$ cat config.mk
export PLATFORM = sky130hd
export DESIGN_NAME = scalar_kalman_filter_adaptive
export DESIGN_NICKNAME = d
export VERILOG_FILES = /design/src/rtl/skfa_pkg.sv /design/src/rtl/scalar_kalman_filter_adaptive.sv
export SDC_FILE = /design/constraint.sdc
export NUM_CORES = 2
export LEC_CHECK = 0
export ABC_AREA = 1
export BUFFER_PORTS_ARGS = -buffer_cell sky130_fd_sc_hd__buf_2
export CAP_MARGIN = 5
export CORE_ASPECT_RATIO = 1.2
export CORE_MARGIN = 5
export CORE_UTILIZATION = 50
export CTS_CLUSTER_DIAMETER = 200
export DETAILED_ROUTE_END_ITERATION = 10
export PLACE_DENSITY = 0.75
export REMOVE_ABC_BUFFERS = 1
export SLEW_MARGIN = 10
export SYNTH_ARGS = -nofsm -noshare
export SYNTH_HDL_FRONTEND = slang
export SYNTH_SLANG_ARGS = --single-unit
export TNS_END_PERCENT = 30
$ cat constraint.sdc
create_clock -name clock -period 11.3 [get_ports clock]
set_input_delay 1.13 -clock clock [delete_from_list [all_inputs] [get_ports clock]]
set_output_delay 1.13 -clock clock [all_outputs]
set_load 0.02 [all_outputs]
$ cat src/rtl/skfa_pkg.sv
package skfa_pkg;

   // Field widths fixed by the number formats.
   localparam int NOISE_W = 32;   // q, r and p, unsigned Q8.24
   localparam int GAIN_W  = 24;   // gain, unsigned Q0.24
   localparam int FACT_W  = 25;   // second multiplier operand
   localparam int PROD_W  = NOISE_W + FACT_W;
   localparam int OP_W    = 2;
   localparam int CSR_W   = 2;

   typedef logic [NOISE_W-1:0] noise_type;
   typedef logic [GAIN_W-1:0]  gain_type;
   typedef logic [FACT_W-1:0]  factor_type;
   typedef logic [PROD_W-1:0]  prod_type;
   typedef logic [OP_W-1:0]    op_type;
   typedef logic [CSR_W-1:0]   csr_index_type;

   // Operation codes carried in the request tuser.
   localparam op_type OP_UPDATE = 2'd0;
   localparam op_type OP_ADAPT  = 2'd1;
   localparam op_type OP_REINIT = 2'd2;

   // Configuration register indexes.
   localparam csr_index_type CSR_Q_INIT = 2'd0;
   localparam csr_index_type CSR_R_INIT = 2'd1;

   // Reset values of the configuration registers.
   localparam noise_type Q_RESET = 32'd167772;
   localparam noise_type R_RESET = 32'd1677722;

   // Fixed-point constants.
   localparam int         ONE_Q16     = 65536;
   localparam factor_type GAIN_ONE    = 25'd16777216;
   localparam gain_type   GAIN_MAX    = 24'hFFFFFF;
   localparam int         HALF_Q24    = 8388608;
   localparam factor_type UP_FACTOR   = 25'd18454938;
   localparam factor_type DOWN_FACTOR = 25'd15099494;
   localparam noise_type  NOISE_FLOOR = 32'd17;

   // One quotient bit per divider step.
   localparam int DIV_STEPS = GAIN_W;
   localparam int CNT_W     = $clog2(DIV_STEPS);

   // Round a Q8.24 by Q1.24 product back to Q8.24, saturate, then floor.
   function automatic noise_type scale_noise(input prod_type prod);
      logic [PROD_W:0]           rounded;
      logic [PROD_W-GAIN_W:0]    value;
      noise_type                 result;
      rounded = (PROD_W + 1)'(prod) + (PROD_W + 1)'(HALF_Q24);
      value   = rounded[PROD_W:GAIN_W];
      if (value[PROD_W-GAIN_W:NOISE_W] != '0) begin
         result = '1;
      end else if (value[NOISE_W-1:0] < NOISE_FLOOR) begin
         result = NOISE_FLOOR;
      end else begin
         result = value[NOISE_W-1:0];
      end
      return result;
   endfunction

endpackage

$ cat src/rtl/scalar_kalman_filter_adaptive.sv
// One-dimensional Kalman filter with adaptive noise, in fixed point. Each request word
// carries an operation in tuser (0 measurement update, 1 noise adapt, 2 reinitialize,
// 3 no change) and a signed Q16.16 sample in tdata; each request yields exactly one
// response word with the estimate, the gain and the current q and r. The block takes
// one request at a time. An update forms p+q and the denominator, then runs the
// restoring divider that produces one gain bit per cycle, then uses the single
// shared 32x25 multiplier (two partial products for the correction, one for the new
// covariance) and finally loads the response register. When p+q+r is zero or r is
// zero the divider is skipped. An adapt item uses the shared multiplier twice, once
// for q and once for r; reinitialize and the unused code go straight to loading
// the response register. A new request is accepted while the previous response
// still waits; the response register holds one finished word, and a finished item
// waits for it to drain before the block is ready again. Configuration writes are
// always ready and should only be issued while the block is idle.
module scalar_kalman_filter_adaptive #(
   parameter int DATA_WIDTH = 32
) (
   input  logic                                   clock,
   input  logic                                   reset,
   // Request: tdata = sample_value; tuser = operation.
   input  logic                                   req_tvalid,
   output logic                                   req_tready,
   input  logic [((DATA_WIDTH+7)/8)*8-1:0]        req_tdata,
   input  skfa_pkg::op_type                       req_tuser,
   // Response: tdata = estimate, gain, process_noise, measure_noise.
   output logic                                   rsp_tvalid,
   input  logic                                   rsp_tready,
   output logic [((DATA_WIDTH+88+7)/8)*8-1:0]     rsp_tdata,
   // Configuration write channel.
   input  logic                                   csr_valid,
   output logic                                   csr_ready,
   input  skfa_pkg::csr_index_type                csr_index,
   input  skfa_pkg::noise_type                    csr_data
);
   import skfa_pkg::*;

   localparam int RSP_W = ((DATA_WIDTH + 88 + 7) / 8) * 8;
   localparam int MAG_W = DATA_WIDTH + 1;
   localparam int EXT_W = (MAG_W > GAIN_W) ? MAG_W : GAIN_W + 1;
   localparam int ACC_W = EXT_W + 1;
   localparam int SUM_W = DATA_WIDTH + 3;
   localparam int CMP_W = DATA_WIDTH + 18;

   localparam logic signed [CMP_W-1:0] THRESH_POS = CMP_W'(ONE_Q16);
   localparam logic signed [CMP_W-1:0] THRESH_NEG = -THRESH_POS;

   // Sequencer states.
   localparam logic [3:0] S_IDLE   = 4'd0;
   localparam logic [3:0] S_PREP   = 4'd1;
   localparam logic [3:0] S_DIV    = 4'd2;
   localparam logic [3:0] S_MUL_LO = 4'd3;
   localparam logic [3:0] S_MUL_HI = 4'd4;
   localparam logic [3:0] S_MUL_P  = 4'd5;
   localparam logic [3:0] S_P_WR   = 4'd6;
   localparam logic [3:0] S_A_Q    = 4'd7;
   localparam logic [3:0] S_A_R    = 4'd8;
   localparam logic [3:0] S_A_WR   = 4'd9;
   localparam logic [3:0] S_FIN    = 4'd10;

   logic [3:0]                    state_ff, state_in;
   logic [CNT_W-1:0]              cnt_ff, cnt_in;
   noise_type                     cfg_q_ff, cfg_q_in;
   noise_type                     cfg_r_ff, cfg_r_in;
   logic signed [DATA_WIDTH-1:0]  estimate_ff, estimate_in;
   noise_type                     cov_ff, cov_in;
   noise_type                     q_ff, q_in;
   noise_type                     r_ff, r_in;
   gain_type                      gain_ff, gain_in;
   logic signed [DATA_WIDTH-1:0]  sample_ff, sample_in;
   noise_type                     pp_ff, pp_in;
   logic [NOISE_W:0]              den_ff, den_in;
   logic [NOISE_W:0]              rem_ff, rem_in;
   logic [MAG_W-1:0]              mag_ff, mag_in;
   logic                          neg_ff, neg_in;
   logic [GAIN_W:0]               corr_ff, corr_in;
   prod_type                      mul_ff, mul_in;
   logic                          rsp_valid_ff, rsp_valid_in;
   logic [RSP_W-1:0]              rsp_data_ff, rsp_data_in;

   noise_type                     mul_a;
   factor_type                    mul_b;
   logic [NOISE_W:0]              pp_sum;
   noise_type                     pp_sat;
   logic [NOISE_W:0]              den_sum;
   logic [DATA_WIDTH:0]           diff;
   logic [DATA_WIDTH:0]           diff_mag;
   logic [NOISE_W+1:0]            rem_dbl;
   logic [NOISE_W+1:0]            rem_sub;
   logic                          rem_ge;
   logic [EXT_W-1:0]              mag_ext;
   logic [2*GAIN_W:0]             lo_round;
   logic [ACC_W-1:0]              mag_acc;
   logic signed [SUM_W-1:0]       est_ext;
   logic signed [SUM_W-1:0]       mag_s;
   logic signed [SUM_W-1:0]       est_sum;
   logic                          est_over;
   logic [DATA_WIDTH-1:0]         est_sat;
   logic [PROD_W:0]               p_round;
   logic signed [CMP_W-1:0]       sample_cmp;
   logic                          big_err;

   // Prediction and denominator.
   assign pp_sum  = {1'b0, cov_ff} + {1'b0, q_ff};
   assign pp_sat  = pp_sum[NOISE_W] ? '1 : pp_sum[NOISE_W-1:0];
   assign den_sum = {1'b0, pp_sat} + {1'b0, r_ff};

   // Innovation sign and magnitude.
   assign diff     = {sample_ff[DATA_WIDTH-1], sample_ff}
                   - {estimate_ff[DATA_WIDTH-1], estimate_ff};
   assign diff_mag = diff[DATA_WIDTH] ? (~diff + 1'b1) : diff;

   // One restoring divider step.
   assign rem_dbl = {rem_ff, 1'b0};
   assign rem_sub = rem_dbl - {1'b0, den_ff};
   assign rem_ge  = (rem_dbl >= {1'b0, den_ff});

   // Correction assembled from the two partial products.
   assign mag_ext  = EXT_W'(mag_ff);
   assign lo_round = (2*GAIN_W + 1)'(mul_ff[2*GAIN_W-1:0]) + (2*GAIN_W + 1)'(HALF_Q24);
   assign mag_acc  = ACC_W'(mul_ff[EXT_W-1:0]) + ACC_W'(corr_ff);

   // Estimate update with saturation to the signed sample range.
   assign est_ext  = SUM_W'(estimate_ff);
   assign mag_s    = $signed(SUM_W'(mag_acc));
   assign est_sum  = neg_ff ? (est_ext - mag_s) : (est_ext + mag_s);
   assign est_over = !((&est_sum[SUM_W-1:DATA_WIDTH-1]) || (~|est_sum[SUM_W-1:DATA_WIDTH-1]));
   assign est_sat  = est_over ? (est_sum[SUM_W-1] ? {1'b1, {(DATA_WIDTH-1){1'b0}}}
                                                  : {1'b0, {(DATA_WIDTH-1){1'b1}}})
                              : est_sum[DATA_WIDTH-1:0];

   // Rounded new covariance.
   assign p_round = (PROD_W + 1)'(mul_ff) + (PROD_W + 1)'(HALF_Q24);

   // Adapt direction: error magnitude strictly above 1.0.
   assign sample_cmp = CMP_W'(sample_ff);
   assign big_err    = (sample_cmp > THRESH_POS) || (sample_cmp < THRESH_NEG);

   // Shared multiplier operand selection.
   always_comb begin
      mul_a = '0;
      mul_b = '0;
      unique case (state_ff)
         S_MUL_LO: begin
            mul_a = NOISE_W'(mag_ext[GAIN_W-1:0]);
            mul_b = FACT_W'(gain_ff);
         end
         S_MUL_HI: begin
            mul_a = NOISE_W'(mag_ext[EXT_W-1:GAIN_W]);
            mul_b = FACT_W'(gain_ff);
         end
         S_MUL_P: begin
            mul_a = pp_ff;
            mul_b = GAIN_ONE - FACT_W'(gain_ff);
         end
         S_A_Q: begin
            mul_a = q_ff;
            mul_b = big_err ? UP_FACTOR : DOWN_FACTOR;
         end
         S_A_R: begin
            mul_a = r_ff;
            mul_b = big_err ? DOWN_FACTOR : UP_FACTOR;
         end
         default: begin
            mul_a = '0;
            mul_b = '0;
         end
      endcase
   end

   assign mul_in = PROD_W'(mul_a) * PROD_W'(mul_b);

   // Sequencer and next-state values.
   always_comb begin
      state_in     = state_ff;
      cnt_in       = cnt_ff;
      cfg_q_in     = cfg_q_ff;
      cfg_r_in     = cfg_r_ff;
      estimate_in  = estimate_ff;
      cov_in       = cov_ff;
      q_in         = q_ff;
      r_in         = r_ff;
      gain_in      = gain_ff;
      sample_in    = sample_ff;
      pp_in        = pp_ff;
      den_in       = den_ff;
      rem_in       = rem_ff;
      mag_in       = mag_ff;
      neg_in       = neg_ff;
      corr_in      = corr_ff;
      rsp_data_in  = rsp_data_ff;
      rsp_valid_in = rsp_valid_ff;

      if (rsp_valid_ff && rsp_tready) begin
         rsp_valid_in = 1'b0;
      end

      if (csr_valid) begin
         unique case (csr_index)
            CSR_Q_INIT: cfg_q_in = csr_data;
            CSR_R_INIT: cfg_r_in = csr_data;
            default:    cfg_q_in = cfg_q_ff;
         endcase
      end

      unique case (state_ff)
         S_IDLE: begin
            if (req_tvalid) begin
               sample_in = req_tdata[DATA_WIDTH-1:0];
               unique case (req_tuser)
                  OP_UPDATE: state_in = S_PREP;
                  OP_ADAPT:  state_in = S_A_Q;
                  OP_REINIT: begin
                     estimate_in = '0;
                     cov_in      = '0;
                     gain_in     = '0;
                     q_in        = cfg_q_ff;
                     r_in        = cfg_r_ff;
                     state_in    = S_FIN;
                  end
                  default:   state_in = S_FIN;
               endcase
            end
         end
         S_PREP: begin
            pp_in  = pp_sat;
            den_in = den_sum;
            rem_in = {1'b0, pp_sat};
            mag_in = diff_mag;
            neg_in = diff[DATA_WIDTH];
            cnt_in = '0;
            if (den_sum == '0) begin
               // Nothing to weigh: gain clears, estimate and p stay.
               gain_in  = '0;
               state_in = S_FIN;
            end else if (r_ff == '0) begin
               // Gain would be exactly one.
               gain_in  = GAIN_MAX;
               state_in = S_MUL_LO;
            end else begin
               state_in = S_DIV;
            end
         end
         S_DIV: begin
            rem_in  = rem_ge ? rem_sub[NOISE_W:0] : rem_dbl[NOISE_W:0];
            gain_in = {gain_ff[GAIN_W-2:0], rem_ge};
            cnt_in  = cnt_ff + 1'b1;
            if (cnt_ff == CNT_W'(DIV_STEPS - 1)) begin
               state_in = S_MUL_LO;
            end
         end
         S_MUL_LO: state_in = S_MUL_HI;
         S_MUL_HI: begin
            corr_in  = lo_round[2*GAIN_W:GAIN_W];
            state_in = S_MUL_P;
         end
         S_MUL_P: begin
            estimate_in = est_sat;
            state_in    = S_P_WR;
         end
         S_P_WR: begin
            cov_in   = p_round[NOISE_W+GAIN_W-1:GAIN_W];
            state_in = S_FIN;
         end
         S_A_Q: state_in = S_A_R;
         S_A_R: begin
            q_in     = scale_noise(mul_ff);
            state_in = S_A_WR;
         end
         S_A_WR: begin
            r_in     = scale_noise(mul_ff);
            state_in = S_FIN;
         end
         S_FIN: begin
            if (!rsp_valid_ff || rsp_tready) begin
               rsp_valid_in = 1'b1;
               rsp_data_in  = RSP_W'({r_ff, q_ff, gain_ff, estimate_ff});
               state_in     = S_IDLE;
            end
         end
         default: state_in = S_IDLE;
      endcase
   end

   // Control and filter state.
   always_ff @(posedge clock) begin
      if (reset) begin
         state_ff     <= S_IDLE;
         cnt_ff       <= '0;
         cfg_q_ff     <= Q_RESET;
         cfg_r_ff     <= R_RESET;
         estimate_ff  <= '0;
         cov_ff       <= '0;
         q_ff         <= Q_RESET;
         r_ff         <= R_RESET;
         gain_ff      <= '0;
         rsp_valid_ff <= 1'b0;
      end else begin
         state_ff     <= state_in;
         cnt_ff       <= cnt_in;
         cfg_q_ff     <= cfg_q_in;
         cfg_r_ff     <= cfg_r_in;
         estimate_ff  <= estimate_in;
         cov_ff       <= cov_in;
         q_ff         <= q_in;
         r_ff         <= r_in;
         gain_ff      <= gain_in;
         rsp_valid_ff <= rsp_valid_in;
      end
   end

   // Working registers of the current item.
   always_ff @(posedge clock) begin
      sample_ff   <= sample_in;
      pp_ff       <= pp_in;
      den_ff      <= den_in;
      rem_ff      <= rem_in;
      mag_ff      <= mag_in;
      neg_ff      <= neg_in;
      corr_ff     <= corr_in;
      mul_ff      <= mul_in;
      rsp_data_ff <= rsp_data_in;
   end

   assign req_tready = (state_ff == S_IDLE);
   assign rsp_tvalid = rsp_valid_ff;
   assign rsp_tdata  = rsp_data_ff;
   assign csr_ready  = 1'b1;

   // When the divider runs, it finishes its full count before the multiply steps.
   assert property (@(posedge clock) disable iff (reset)
      (state_ff == S_MUL_LO && $past(state_ff) == S_DIV)
         |-> ($past(cnt_ff) == CNT_W'(DIV_STEPS - 1)))
      else $error("divider left before its last step");

   // Adapted noise values respect the floor.
   assert property (@(posedge clock) disable iff (reset)
      (state_ff == S_FIN && $past(state_ff) == S_A_WR)
         |-> (q_ff >= NOISE_FLOOR && r_ff >= NOISE_FLOOR))
      else $error("adapted noise below floor");

   // An update never grows the covariance beyond the prediction.
   assert property (@(posedge clock) disable iff (reset)
      (state_ff == S_P_WR) |=> (cov_ff <= $past(pp_ff)))
      else $error("covariance grew on update");

   // A finished item with a free output register shows up on the response side.
   assert property (@(posedge clock) disable iff (reset)
      (state_ff == S_FIN && (!rsp_valid_ff || rsp_tready)) |=> (rsp_tvalid && req_tready))
      else $error("finished item not presented");

endmodule

-- Word-level counts from Yosys, hierarchy flattened
Index checks and enable logic that the tools add are counted.
Widths: inputs -> output; s select.
- flip-flop bits (word level): 592
- bits of input ports: 73
- output and inout port bits: 123
- logic and storage cells: 128
- $add $sub $neg: 12
- multipliers: 1
- $lt $le $gt $ge: 4
- equality and inequality tests: 19
- multiplexer cells: 39
- bitwise logic cells: 1
- reduce and logical (&&, ||, !) cells: 32
- operator list (kind ; number):
    $mux 32 ; 12
    $pmux 32 s2 ; 4
    $pmux 32 s5 ; 1
    $pmux 25 s4 ; 1
    $mux 24 ; 4
    $pmux 24 s3 ; 1
    $add 32x32->33 ; 2
    $pmux 33 s2 ; 1
    $add 57x24->58 const B ; 1
    $mul 32x25->57 ; 1
    $mux 25 ; 2
    $add 48x24->49 const B ; 1
    $pmux 4 s10 ; 1
    $add 32x35->35 ; 1
    $mux 35 ; 1
    $sub 32x35->35 ; 1
    $add 33x25->34 ; 1
    $ge 34x33->1 ; 1
    $add 33x1->33 const B ; 1
    $logic_not 33->1 ; 1
    $mux 33 ; 1
    $not 33->33 ; 1
    $sub 32x32->33 ; 1
    $sub 33x33->33 ; 1
    other kinds (32) ; 65

-- Logic depth before layout (Yosys ltp)
- depth after elaboration: 8
- mapped depth: 45
- gate-level depth less buffers: 45

-- Worst setup path after synthesis
Ideal clock, no wire load.
- kind: register to register
- from: register state_ff[2]
- to: register mul_ff[56]
- library setup time: 0.123 ns
- arrival: 8.246 ns
- required time: 11.177 ns
- slack: 2.930 ns
- stages on the path, launching flop included: 36
- path buffers: 2
- clock period less this slack: 8.370 ns
- cells stage by stage: dfxtp_1 inv_1 nor2_1 inv_1 nor2_1 clkbuf_1 a221oi_1 and2_1 inv_1 clkbuf_1 nand2_1 fa_1 inv_1 fa_1 inv_1 fa_1 inv_1 fa_1 fa_1 fa_1 inv_1 fa_1 inv_1 ha_1 nand2_1 nor2_1 nand2_1 inv_1 nand3_1 nand3_1 a31oi_1 o21ai_0 a21boi_0 o21ai_0 a21oi_1 xor2_1
- cells in the longest elaborated chain, start to end: 4
- elaborated cells between the ends (all ways): 9
- those cells by class: mul: 1; eq/ne: 5; mux: 2; reduce/logical: 1
- ends and longest elaborated chain (element ; line ; text):
    start, declared ; scalar_kalman_filter_adaptive.sv:60 ; logic [3:0] state_ff, state_in;
    start signal, assigned ; scalar_kalman_filter_adaptive.sv:298 ; state_ff <= state_in;
    $eq 4x3->1 or $eq 4x2->1 (tied branches) ; scalar_kalman_filter_adaptive.sv:142 ; unique case (state_ff)
    $reduce_or 2->1 (no line) ; - ;
    $pmux 25 s4 ; scalar_kalman_filter_adaptive.sv:142 ;
    $mul 32x25->57 (*) ; scalar_kalman_filter_adaptive.sv:170 ; assign mul_in = PROD_W'(mul_a) * PROD_W'(mul_b);
    via mul_in[56] ; scalar_kalman_filter_adaptive.sv:76 ; prod_type mul_ff, mul_in;
    end signal, assigned ; scalar_kalman_filter_adaptive.sv:320 ; mul_ff <= mul_in;
    end, declared ; scalar_kalman_filter_adaptive.sv:76 ;
The timed path passes the listed nets; every way through them passes the cells marked *.
A chain may end at the register's enable or synchronous reset.

-- Final worst setup path
- from: register sample_ff[20]
- to: register mul_ff[56]
- cells in the longest elaborated chain, start to end: 5
- elaborated cells between the ends (all ways): 7
- those cells by class: mul: 1; order compare: 2; mux: 3; reduce/logical: 1
- ends and longest elaborated chain (element ; line ; text):
    start, declared ; scalar_kalman_filter_adaptive.sv:69 ; logic signed [DATA_WIDTH-1:0] sample_ff, sample_in;
    start signal, assigned ; scalar_kalman_filter_adaptive.sv:313 ; sample_ff <= sample_in;
    $gt 32x18->1 or $lt 32x17->1 (tied branches) ; scalar_kalman_filter_adaptive.sv:136 ; assign big_err = (sample_cmp > THRESH_POS) || (sample_cmp < THRESH_NEG);
    $logic_or 1x1->1 (*) ; scalar_kalman_filter_adaptive.sv:136 ;
    $mux 25 (on tied branches) ; scalar_kalman_filter_adaptive.sv:161, scalar_kalman_filter_adaptive.sv:157 ;
    $pmux 25 s4 (*) ; scalar_kalman_filter_adaptive.sv:142 ;
    $mul 32x25->57 (*) ; scalar_kalman_filter_adaptive.sv:170 ;
    via mul_in[56] ; scalar_kalman_filter_adaptive.sv:76 ;
Marked as above.

==> results.md <==
- In the final layout, the multi-input gates occupy 40500 um2.
- For this run, asynchronously set or reset flops after synthesis account for 0%.
- After synthesis, the netlist uses 74 different library cells.
- The most numerous cell type found on the critical path is sky130_fd_sc_hd__fa_1.
- Averaged over all synthesized cells, the footprint is 7.67 um2.
- Of the total synthesized cell area, the portion taken by XOR and XNOR cells is 3.61%.
- The DRC violation count after routing is 0.
- The final count of negative-setup-slack endpoints is 0.
- The number of pins exceeding their max-slew limit in the final report is 0.
- The nature of the critical path startpoint is a register.
- Summed over all layers, the routed wires come to 214000 um.
- Port buffering added 194 buffers.
- STA puts the critical path data required time at 11830 ps.
- The proportion of synthesized area in mux cells is 0%.
- For this run, the number of Yosys warnings is 0.
- The vertical die dimension is 399 um.
- At the pin with the least slew margin, the transition time is 1200 ps.
- The top-level I/O count is 196.
- The kind of capture point of the worst setup path is a register.
- The count of nets left with antenna violations after detail routing is 0.
- The commonest cells after synthesis are sky130_fd_sc_hd__nand2_1 (1960), sky130_fd_sc_hd__inv_1 (1751), sky130_fd_sc_hd__fa_1 (693).
- Once placement finished, the instance area stood at 66000 um2.
- The max-cap check violation count is 0.
- The switching share of total power is 49.9%.
- The number of global-route vias before repair came to 56700.
- For this design, the sink count on the clock tree is 592.
- The share of cells above drive strength 1 is 6.88%.
- The chip width is 334 um.
- The cell-internal power is 0.00583 W.
- Summing the areas of all and, or, nand and nor instances in the mapped netlist gives 20.2% of the synthesized area.
- The biggest area contributor in the post-synthesis netlist is sky130_fd_sc_hd__fa_1.
- The maximum operating frequency is 96.8 MHz.
- At the later pin of the worst-skew pair, clock insertion delay measures 670 ps.
- In this run, the number of DRC markers left after iteration 0 of detailed routing was 4716.
- The post-synthesis instance area is 63100 um2.
- Counting flops and latches in the post-synthesis netlist gives 592.
- Relative to the synthesized area, the layout overhead comes to 7.70%.
- The most used flip-flop cell after synthesis is sky130_fd_sc_hd__edfxtp_1.
- The global-route wire length before repair is 327000 um.
- The fraction of post-synthesis cell area in the top cell type by area is 22.0%.
- Across all register-to-register paths, the minimum setup slack is 970 ps.
- Adding up every negative setup slack in the final design gives 0 ps.
- The number of optimization iterations in the first detailed-route pass is 7.
- The family with the most delay on the worst path is adder cells.
- The final-report hold violation count is 0.
- Detailed placement finished with a half-perimeter wire length of 178000 um.
- The most frequent cell after synthesis is sky130_fd_sc_hd__nand2_1.
- The number of clock buffers added by TritonCTS is 56.
- The type of the tightest min-delay check is reg -> reg.
- The hold buffer count at cts is 0.
- The core region is 125000 um2.
- Hold is met by 436 ps.
- At the end of the flow, the number of nets in the layout was 9479.
- Summing the areas of all fa, ha and maj instances in the mapped netlist gives 29.6% of the synthesized area.
- The maximum fanout along the worst path is 24.
- The proportion of power drawn by the clock network is 17.3%.
- The dominant combinational cell family by area after synthesis is adder cells.
- The sequential cells in the finished layout cover a total of 14900 um2.
- The endpoint identified for the worst register-to-register timing path is mul_ff[56].
- The count of flip-flops with a built-in enable after synthesis is 309.
- Of the total power, registers draw 27.4%.
- TritonCTS built the clock tree.
- OpenSTA, run right after detailed placement, puts the worst setup slack at 1070 ps.
- The maximum vdd ir drop is 166 uV.
- Measured against its own limit, the worst slew margin works out to 19.8%.
- The total overflow left after global routing is 0.
- The worst path setup slack after routing is 971 ps.
- The number of inserted filler cells in the final layout is 11900.
- Setup repair after global routing left no endpoint under its margin.
- The count of cells resized by post-cts repair is 0.
- The clock tree skew after final layout is 56.7 ps.
- The H-tree was split into 2 levels.
- The smallest clock period supported by the final layout is computed as 10330 ps.
- The buffering stage count on the worst path with inverters included is 7.
- The count of mapped cells out of synthesis is 8224.
- The switching power is 0.00580 W.
- The pin count of the biggest net entering global routing is 72.
- The initial cell density of the core is 50.5%.
- The number of cell rows is 142.
- Once the clock tree was built, the setup fixing pass inserted 0 buffers.
- The origin of the worst min-delay path is gain_ff[7].
- The launch instance of the worst register-to-register path is sample_ff[20].
- The final estimated routing congestion in global placement is 1.02.
- The critical path's largest stage delay is 610 ps.
- For this block, the via count after detailed routing is 55900.
- The portion of total power attributed to combinational logic is 55.3%.
- The clock passes through at most 3 buffers.
- Dividing the detail-routed via count by the number of cells gives 5.57.
- The number of antenna violations at the first check in global routing is 5.
- For this design the static power due to leakage is 34.1 nW.
- The category of the critical setup timing path is reg -> reg.
- For the worst setup path, the data arrival time is 10860 ps.
- The global routing usage summed across all routing layers is 31.6%.
- The slowest stage of the critical path is the sky130_fd_sc_hd__or4_1 cell.
- The final critical path takes up 91.4% of the cycle.
- Clock-pin slew was measured on the worst setup and hold paths at 70 ps.
- The post-synthesis sequential area ratio is 23.7%.
- The flow ran to the end, and the final reports show no timing, DRC or antenna violations.
- The overall die area is 133000 um2.
- The critical path crosses 34 cells after its start point.
- The end point of the critical path is mul_ff[56].
- The number of cells on the worst reg-to-reg path is 34.
- The final design instance area without fill is 68000 um2.
- After detailed routing, the average wire length per cell comes to 21.3 um.
- The most critical setup path has its startpoint at sample_ff[20].
- The tree is rooted in a sky130_fd_sc_hd__clkbuf_16.
- The compound-gate portion of the synthesized area is 10.5%.
- For this design the ratio of total power to cell area is 171 nW/um2.
- In the post-synthesis netlist, the biggest area contributors are sky130_fd_sc_hd__fa_1 (22%), sky130_fd_sc_hd__edfxtp_1 (15%), sky130_fd_sc_hd__nand2_1 (12%).
==> logic make-up (layout without fill, tap and decap cells) <==
kind of cell | count (synthesis) | after routing
simple gates | 3109 | 3109
fa+ha+maj | 1078 | 1078
flops | 592 | 592
other cells | 1 | 6
compound gates | 1146 | 1146
buf+inv | 2039 | 2190
xor+xnor | 259 | 259
==> layout by cell type (no fill, tap or decap), types with 18 or more instances in the layout <==
master,count
sky130_fd_sc_hd__fa_1,693
sky130_fd_sc_hd__inv_1,1749
sky130_fd_sc_hd__o21ai_0,311
sky130_fd_sc_hd__nand2_2,18
sky130_fd_sc_hd__o211ai_1,82
sky130_fd_sc_hd__a21oi_2,22
sky130_fd_sc_hd__nor4_1,33
sky130_fd_sc_hd__xnor2_1,79
sky130_fd_sc_hd__dfxtp_1,283
sky130_fd_sc_hd__o21a_1,26
sky130_fd_sc_hd__or2_2,28
sky130_fd_sc_hd__a21oi_1,494
sky130_fd_sc_hd__xor2_1,179
sky130_fd_sc_hd__a22o_1,20
sky130_fd_sc_hd__nor3_1,54
sky130_fd_sc_hd__edfxtp_1,309
sky130_fd_sc_hd__nor2_2,41
sky130_fd_sc_hd__nand4_1,84
sky130_fd_sc_hd__nand3_1,232
sky130_fd_sc_hd__nand2_1,1959
sky130_fd_sc_hd__a21o_1,21
sky130_fd_sc_hd__nor2_1,604
sky130_fd_sc_hd__buf_4,124
sky130_fd_sc_hd__clkbuf_16,60
sky130_fd_sc_hd__ha_1,385
sky130_fd_sc_hd__buf_2,193
sky130_fd_sc_hd__a31oi_1,39
sky130_fd_sc_hd__o21ai_1,23
==> worst min-delay path by stage <==
stage	endpoint	slack [ps]	depth (start not counted)
final	rsp_tdata[39]	440	0
after global routing	rsp_tdata[39]	450	0
after CTS	rsp_tdata[39]	440	0
after detailed placement	rsp_tdata[39]	420	0
after global placement	rsp_tdata[39]	420	0
after floorplan	rsp_tdata[36]	410	0
==> sequential cells by signal (all words and copies together), names as in the netlist <==
signal and cells:
mul_ff 57, q_ff 32, state_ff 4, cfg_q_ff 32, mag_ext 33, cnt_ff 5, rsp_tvalid 1, corr_ff 25
cfg_r_ff 32, cov_ff 32, neg_ff 1, rem_ff 33, rsp_tdata 120, estimate_ff 32, gain_ff 24, den_ff 33
sample_ff 32, r_ff 32, pp_ff 32
==> final cells by class <==
cell class	count	area share [%]
sequential	592	22.0
multi-input combinational	5593	59.5
clock inverter	37	0.565
inverter	1767	9.76
timing repair buffer	318	2.82
tap	1656	3.05
clock buffer	68	2.27
antenna	5	0.0184
==> through the flow <==
step | total power, W | util [%] | cells
after floorplan | 0.00725 | - | 7952
after global placement | 0.00944 | 52.8 | 9926
after detailed placement | 0.00951 | 52.8 | 9926
after CTS | 0.0115 | 54.3 | 10000
after global routing | 0.0124 | 54.3 | 10000
final | 0.0116 | 54.3 | 10000
==> power by group through the flow <==
stage | Sequential [W] | Combinational [W] | Clock [W]
finish | 0.00319 | 0.00643 | 0.00201
global route | 0.00321 | 0.00704 | 0.00211
CTS | 0.00318 | 0.00633 | 0.00202
detailed placement | 0.00322 | 0.00629 | 0
global placement | 0.00321 | 0.00622 | 0
floorplan | 0.00311 | 0.00414 | 0
==> routing by layer <==
metal,share of wire (%),GRT usage [%],wire (um)
met3,7.4,4.52,15800
met1,36,36.5,77400
met5,0.0033,0,7
met2,48,54.4,103000
met4,8.5,21.5,18300
Power figures use the tool's default switching activity.
